--- config.mk ---
export PLATFORM = sky130hd
export DESIGN_NAME = b2b_controller
export DESIGN_NICKNAME = d
export VERILOG_FILES = /design/src/design/b2b_pkg.sv /design/src/design/b2b_controller.sv
export SDC_FILE = /design/constraint.sdc
export NUM_CORES = 1
export LEC_CHECK = 0
export BUFFER_PORTS_ARGS = -buffer_cell sky130_fd_sc_hd__clkbuf_2
export CAP_MARGIN = 40
export CORE_MARGIN = 3
export CORE_UTILIZATION = 51
export CTS_CLUSTER_DIAMETER = 40
export DETAILED_ROUTE_END_ITERATION = 7
export PLACE_DENSITY = 0.87
export SETUP_SLACK_MARGIN = 0.2
export SYNTH_ARGS = -nofsm -noshare
export SYNTH_HDL_FRONTEND = slang
export SYNTH_SLANG_ARGS = --single-unit
--- constraint.sdc ---
create_clock -name clock -period 3.4 [get_ports clock]
set_input_delay 0.17 -clock clock [delete_from_list [all_inputs] [get_ports clock]]
set_output_delay 0.17 -clock clock [all_outputs]
set_load 0.01 [all_outputs]
--- src/design/b2b_pkg.sv ---
// Shared types, constants and tables of the BLAKE2b hash engine.
package b2b_pkg;

   localparam int DATA_W      = 64;
   localparam int CNT_W       = 4;
   localparam int LEN_W       = 7;
   localparam int CSR_IDX_W   = 1;
   localparam int BLOCK_BYTES = 128;
   localparam int FILL_W      = 8;
   localparam int ROUNDS      = 12;
   localparam int STEPS       = ROUNDS * 16;
   localparam int STEP_W      = 8;

   localparam logic [STEP_W-1:0]    LAST_STEP       = STEP_W'(STEPS - 1);
   localparam logic [CSR_IDX_W-1:0] CSR_HASH_LENGTH = 1'b0;
   localparam logic [CSR_IDX_W-1:0] CSR_KEY_LENGTH  = 1'b1;
   localparam logic                 CMD_KEY         = 1'b0;
   localparam logic                 CMD_MSG         = 1'b1;
   localparam logic [LEN_W-1:0]     MAX_LEN         = 7'd64;
   localparam logic [63:0]          PARAM_BASE      = 64'h0000_0000_0101_0000;

   localparam logic [63:0] IV [8] = '{
      64'h6a09e667f3bcc908, 64'hbb67ae8584caa73b,
      64'h3c6ef372fe94f82b, 64'ha54ff53a5f1d36f1,
      64'h510e527fade682d1, 64'h9b05688c2b3e6c1f,
      64'h1f83d9abfb41bd6b, 64'h5be0cd19137e2179
   };

   localparam logic [3:0] SIGMA [10][16] = '{
      '{4'd0, 4'd1, 4'd2, 4'd3, 4'd4, 4'd5, 4'd6, 4'd7,
        4'd8, 4'd9, 4'd10, 4'd11, 4'd12, 4'd13, 4'd14, 4'd15},
      '{4'd14, 4'd10, 4'd4, 4'd8, 4'd9, 4'd15, 4'd13, 4'd6,
        4'd1, 4'd12, 4'd0, 4'd2, 4'd11, 4'd7, 4'd5, 4'd3},
      '{4'd11, 4'd8, 4'd12, 4'd0, 4'd5, 4'd2, 4'd15, 4'd13,
        4'd10, 4'd14, 4'd3, 4'd6, 4'd7, 4'd1, 4'd9, 4'd4},
      '{4'd7, 4'd9, 4'd3, 4'd1, 4'd13, 4'd12, 4'd11, 4'd14,
        4'd2, 4'd6, 4'd5, 4'd10, 4'd4, 4'd0, 4'd15, 4'd8},
      '{4'd9, 4'd0, 4'd5, 4'd7, 4'd2, 4'd4, 4'd10, 4'd15,
        4'd14, 4'd1, 4'd11, 4'd12, 4'd6, 4'd8, 4'd3, 4'd13},
      '{4'd2, 4'd12, 4'd6, 4'd10, 4'd0, 4'd11, 4'd8, 4'd3,
        4'd4, 4'd13, 4'd7, 4'd5, 4'd15, 4'd14, 4'd1, 4'd9},
      '{4'd12, 4'd5, 4'd1, 4'd15, 4'd14, 4'd13, 4'd4, 4'd10,
        4'd0, 4'd7, 4'd6, 4'd3, 4'd9, 4'd2, 4'd8, 4'd11},
      '{4'd13, 4'd11, 4'd7, 4'd14, 4'd12, 4'd1, 4'd3, 4'd9,
        4'd5, 4'd0, 4'd15, 4'd4, 4'd8, 4'd6, 4'd2, 4'd10},
      '{4'd6, 4'd15, 4'd14, 4'd9, 4'd11, 4'd3, 4'd0, 4'd8,
        4'd12, 4'd2, 4'd13, 4'd7, 4'd1, 4'd4, 4'd10, 4'd5},
      '{4'd10, 4'd2, 4'd8, 4'd4, 4'd7, 4'd6, 4'd1, 4'd5,
        4'd15, 4'd11, 4'd9, 4'd14, 4'd3, 4'd12, 4'd13, 4'd0}
   };

   // Message word used by a half G step; a step is round * 16 + position.
   function automatic logic [3:0] msg_index(input logic [STEP_W-1:0] step);
      logic [3:0] rnd;
      rnd = step[7:4];
      if (rnd >= 4'd10) rnd = rnd - 4'd10;
      return SIGMA[rnd][step[3:0]];
   endfunction

   typedef enum logic [2:0] {
      ST_IDLE, ST_WRITE, ST_LOAD, ST_ROUND, ST_FINISH, ST_DIGEST, ST_EMIT
   } state_type;

   typedef struct packed {
      logic              capture;
      logic              start;
      logic              write_chunk;
      logic              drop;
      logic              cmp_load;
      logic              cmp_step;
      logic              cmp_finish;
      logic              cmp_final;
      logic [STEP_W-1:0] step;
      logic [STEP_W-1:0] rd_step;
      logic              out_load;
      logic [2:0]        out_idx;
   } dp_cmd_type;

   typedef struct packed {
      logic busy;
      logic rem_zero;
      logic is_key;
      logic key_ok;
      logic buf_full;
      logic last;
      logic out_last;
   } dp_sts_type;

endpackage

--- src/design/b2b_controller.sv ---
// Controller state machine sequencing byte writes, compressions and digest output.
module b2b_controller (
   input  logic                 clock,
   input  logic                 reset,
   input  logic                 req_valid,
   output logic                 req_ready,
   output logic                 rsp_valid,
   input  logic                 rsp_ready,
   input  b2b_pkg::dp_sts_type  sts,
   output b2b_pkg::dp_cmd_type  cmd
);
   import b2b_pkg::*;

   state_type         state_ff, state_in;
   logic [STEP_W-1:0] step_ff, step_in;
   logic [2:0]        k_ff, k_in;
   logic              final_ff, final_in;

   always_comb begin
      state_in = state_ff;
      unique case (state_ff)
         ST_IDLE:   if (req_valid) state_in = ST_WRITE;
         ST_WRITE: begin
            if (sts.rem_zero) state_in = sts.last ? ST_LOAD : ST_IDLE;
            else if (!sts.is_key && sts.buf_full) state_in = ST_LOAD;
         end
         ST_LOAD:   state_in = ST_ROUND;
         ST_ROUND:  if (step_ff == LAST_STEP) state_in = ST_FINISH;
         ST_FINISH: state_in = final_ff ? ST_DIGEST : ST_WRITE;
         ST_DIGEST: state_in = ST_EMIT;
         ST_EMIT:   if (rsp_ready && sts.out_last) state_in = ST_IDLE;
         default:   state_in = ST_IDLE;
      endcase
   end

   always_comb begin
      cmd = '0;
      step_in = step_ff;
      k_in = k_ff;
      final_in = final_ff;
      req_ready = 1'b0;
      rsp_valid = 1'b0;
      cmd.step = step_ff;
      cmd.cmp_final = final_ff;
      cmd.out_idx = k_ff;
      cmd.rd_step = step_ff + 8'd1;
      unique case (state_ff)
         ST_IDLE: begin
            req_ready = 1'b1;
            cmd.capture = req_valid;
            cmd.start = req_valid && !sts.busy;
         end
         ST_WRITE: begin
            if (sts.rem_zero) begin
               final_in = 1'b1;
            end else if (sts.is_key) begin
               cmd.write_chunk = sts.key_ok;
               cmd.drop = !sts.key_ok;
            end else if (sts.buf_full) begin
               final_in = 1'b0;
            end else begin
               cmd.write_chunk = 1'b1;
            end
         end
         ST_LOAD: begin
            cmd.cmp_load = 1'b1;
            cmd.rd_step = '0;
            step_in = '0;
         end
         ST_ROUND: begin
            cmd.cmp_step = 1'b1;
            step_in = step_ff + 8'd1;
         end
         ST_FINISH: cmd.cmp_finish = 1'b1;
         ST_DIGEST: begin
            cmd.out_load = 1'b1;
            cmd.out_idx = '0;
            k_in = 3'd1;
         end
         ST_EMIT: begin
            rsp_valid = 1'b1;
            if (rsp_ready && !sts.out_last) begin
               cmd.out_load = 1'b1;
               k_in = k_ff + 3'd1;
            end
         end
         default: ;
      endcase
   end

   always_ff @(posedge clock) begin
      if (reset) begin
         state_ff <= ST_IDLE;
         step_ff  <= '0;
         k_ff     <= '0;
         final_ff <= 1'b0;
      end else begin
         state_ff <= state_in;
         step_ff  <= step_in;
         k_ff     <= k_in;
         final_ff <= final_in;
      end
   end

endmodule

**Word level (Yosys, flattened, before mapping)**

Index checks and enable logic that the tools add are counted.

- Bits in writable memories: 0
- Bits in latches: 0
- Memory bits (read-only): 0
- Input port bits: 11
- Output and inout port bits: 30
- Memories: 0
- Flip-flop bits (word level): 15

- Multiplexer cells: 29
- Shift operators: 0
- Equal/unequal tests: 13
- $add $sub $neg: 2
- Bitwise gates (word level): 0
- Reductions and logical operators: 15
- Div/mod/pow operators: 0
- $lt $le $gt $ge: 0
- Multiply operators: 0

Operator list:

| operator | number |
|---|---|
| 3-bit 2-to-1 mux | 8 |
| 3-bit case mux with 7 select lines | 1 |
| 8-bit case mux with 2 select lines | 1 |
| 1-bit 2-to-1 mux | 12 |
| 3-bit == test, second input constant | 3 |
| 8-bit by 1-bit adder with 8-bit output, second input constant | 1 |
| 8-bit == test, second input constant | 1 |
| 2-bit 2-to-1 mux | 4 |
| 8-bit 2-to-1 mux | 1 |
| 2-bit != test, second input constant | 4 |
| 3-bit by 2-bit == test with 1-bit output, second input constant | 2 |
| 3-bit case mux with 2 select lines | 1 |
| 2-bit nonzero test | 3 |
| 1-bit logical AND | 4 |
| 1-bit zero test | 4 |
| 4-bit AND reduction | 1 |
| 3-bit by 1-bit adder with 3-bit output, second input constant | 1 |
| 3-bit by 1-bit == test with 1-bit output, second input constant | 1 |
| 3-bit zero test | 1 |
| 3-bit != test, second input constant | 1 |
| 3-bit AND reduction | 1 |
| 2-bit by 1-bit != test with 1-bit output, second input constant | 1 |
| 1-bit case mux with 2 select lines | 1 |
| 2-bit AND reduction | 1 |

**Depth between registers and ports, before layout**

- Word-level depth: 5
- Mapped depth: 8
- Mapped depth without buffers: 7

**Worst setup path after synthesis**

Ideal clock, no wire load.

- Kind: register to register
- Start point: register step_ff[0]
- End point: register state_ff[1]
- Buffers on the path: 0
- Path slack: 1835 ps
- Period minus slack after synthesis: 1565 ps
- Data required time: 3284 ps
- Stages on the path, launching flop included: 7
- Setup time: 116 ps
- Data arrival time: 1448 ps
- Cells stage by stage: dfxtp_1 -> ha_1 -> nand3_1 -> o21ai_2 -> o21ai_1 -> a211o_1 -> o211a_1

- Word-level cells in the longest chain between the ends: 3

Ends and longest elaborated chain:

| item | RTL line | source |
|---|---|---|
| start: declaration | b2b_controller.sv:15 | `logic [STEP_W-1:0] step_ff, step_in;` |
| start signal: assignment | b2b_controller.sv:99 | `step_ff <= step_in;` |
| 8-bit == test | b2b_controller.sv:28 | `ST_ROUND: if (step_ff == LAST_STEP) state_in = ST_FINISH;` |
| 2-bit != test (no line) | -- |  |
| 4-bit AND reduction (no line) | -- |  |
| end signal: assignment | b2b_controller.sv:98 | `state_ff <= state_in;` |
| end: declaration | b2b_controller.sv:14 | `state_type state_ff, state_in;` |

No other way between the ends.
A chain may end at the register's enable or synchronous reset.

==> impl_metrics.py <==
metrics = {
    "critical_path": {
        "crit_chain": "and2b_2, nand2b_1, nor3_2, a21boi_0, clkbuf_2",
        "worstSetupPathType": "reg -> out",
        "cp_slowest_cell": "dfxtp_1",
        "worst_setup_path_start_kind": "flop",
        "worst_ep_required_time_ps": 3230,
        "max_stage_delay_ps": 790,
        "path_max_fanout": 19,
        "critPathTopFamily": "flip-flops",
        "critPathBufInv": 1,
        "endpoint_kind": "output pin",
        "ff2ff_setup_slack_ps": 1590,
        "cp.arrival_ps": 2050,
    },
    "floorplan": {
        "initial_core_util_pct": 56.7,
        "rows": 15,
        "die_x_um": 50.8,
        "die_area_um2": 2580,
        "core_area_um2": 1800,
        "die_height_um": 50.8,
        "ioPinCount": 41,
    },
    "clocking": {
        "path_clk_slew_ps": 90,
        "cts-root-buf": "clkbuf_4",
        "cts.sinks": 15,
        "clk_latency_ps": 300,
        "htree_levels": 1,
        "post_cts_buffers": 0,
        "cts_resized": 0,
        "cts-buffers-inserted": 3,
        "cts_tree": "done",
        "clk_path_buf_depth": 2,
        "postCtsHoldBufs": 0,
    },
    "timing": {
        "setup_viol": 0,
        "rsz0062_at_grt": "false",
        "timing.fmax_ghz": 0.450,
        "slew_headroom_pct": 52.6,
        "period_needed_ps": 2220,
        "fin_crit_sh_pct": 65.4,
        "drv_slew": 0,
        "fin_setup_tns_ps": 0,
        "worstMarginPinSlew_ps": 711,
        "clock-skew-final_ps": 5.96,
        "hold_viol": 0,
    },
    "detailed_routing": {
        "dr_total_vias": 1054,
        "postRouteAntennaNets": 0,
        "drt_wl_total_mm": 2.44,
        "route.detailed.drc": 0,
        "first_pass_iters": 4,
        "via_per_inst": 5.38,
        "wire_per_inst_um": 12.4,
        "drtIter0Drc": 22,
    },
    "placed_design": {
        "dp_hpwl_mm": 1.84,
        "io_buffers": 40,
        "place_congestion": 0.863,
    },
    "logic_synthesis": {
        "synth_area_um2": 1020,
        "seq_area_frac_synth_pct": 29.4,
        "synth_warnings": 0,
        "ys.flop_type": "dfxtp_1",
        "synth-seq-cells": 15,
        "syn_inst": 134,
        "synth_nets": 147,
        "synth_edf_count": 0,
        "synth-async-reset-ratio_pct": 0,
        "ys_types": 43,
        "syn_area_per_cell_um2": 7.63,
    },
    "finish": {
        "area_delta_synth_final_pct": 21.1,
        "diodes": 0,
        "nNetsFinal": 185,
        "layout_common_cells": "clkbuf_2, nor2_1, dfxtp_1",
        "utilization_pct": 68.7,
        "drive_above_1_share_pct": 32.7,
        "layout_commonest_cell": "clkbuf_2",
    },
    "power": {
        "leakage_uw": 0.000599,
        "total_power_uw": 529,
        "ir_drop_uv": 341,
        "p_per_area_nw_per_um2": 427,
    },
    "global_route": {
        "grt_pass1_vias": 937,
        "overflow": 0,
        "grt_usage_pct": 20.5,
        "antenna_found_initial": 0,
        "grt_max_degree": 20,
        "grt_pass1_wl_mm": 4.06,
    },
    "outcome": {
        "status": "complete, no violations",
    },
    "flow_run": {
        "max_cap_violations": 0,
    },
    "hold_path": {
        "hp-class": "in -> reg",
    },
}
[power breakdown]
group	total (uW)	switching (uW)	leakage (uW)	internal, uW
clock	110	66.4	0.0000177	43.9
sequential	226	37.4	0.000122	188
combinational	193	112	0.000460	80.6
[area by class of cell]
type | count | area (um^2)
multi-input combinational | 108 | 663
fill | 166 | 564
sequential | 15 | 300
timing repair buffer | 40 | 200
tap | 25 | 31.3
clock buffer | 3 | 22.5
inverter | 4 | 15.0
clock inverter | 1 | 5.00
[Yosys cell counts, types with 2 or more instances]
cell type  instances  area, um^2
nor2_1            21        78.8
dfxtp_1           15         300
nand2_1           13        48.8
a21oi_1            9        45.0
nand3_1            7        35.0
nor3_1             5        25.0
and2_1             4        25.0
nor2b_1            4        25.0
xor2_1             4        35.0
a21o_1             3        22.5
inv_1              3        11.3
nand2b_1           3        18.8
xnor2_1            3        26.3
a211oi_1           2        15.0
and3_1             2        12.5
buf_2              2        10.0
buf_4              2        15.0
clkbuf_1           2        7.51
ha_1               2        25.0
mux2i_1            2        20.0
nor2_2             2        12.5
o21ai_0            2        10.0
o21ai_1            2        10.0
[through the flow]
step                setup slack [ps]  cell area [um^2]  hold slack [ps]  instances
detailed placement              1530              1210              470        192
CTS                             1200              1240              155        196
global placement                1590              1210              457        192
global route                    1020              1240              166        196
floorplan                       1840              1020              235        134
finish                          1180              1240              157        196
[registers in the layout (all words and copies together) (netlist names)]
register / count
final_ff: 1
k_ff: 3
state_ff: 3
step_ff: 8
[routing by layer]
metal  vias up  track usage, %  wire length (um)
met5         -               0                 0
met4         0            10.8                36
met3         4            4.45               100
met2        20            34.6              1220
met1       499            24.1              1080
li1        531               -                 -
[cells by family after synthesis]
logic type	after synthesis	synth area share [%]
fa+ha+maj	2	2.45
simple gates	72	38.2
xor+xnor	7	6.00
mux	2	1.96
compound gates	25	16.3
flops	15	29.4
buf+inv	11	5.75
[worst register-to-register path, cell delays in order, from the launching register on]
cell	delay [ps]
dfxtp_1	790
and2b_2	320
nand2b_1	110
nor3_2	190
nor2_1	90
o211a_1	200
[final timing paths]
kind	start	end	cells past startpoint
min	sts[5]	final_ff	3
max reg2reg	state_ff[0]	state_ff[1]	5
max	state_ff[0]	cmd[25]	5
min reg2reg	step_ff[1]	step_ff[1]	2
Power figures use the tool's default switching activity.
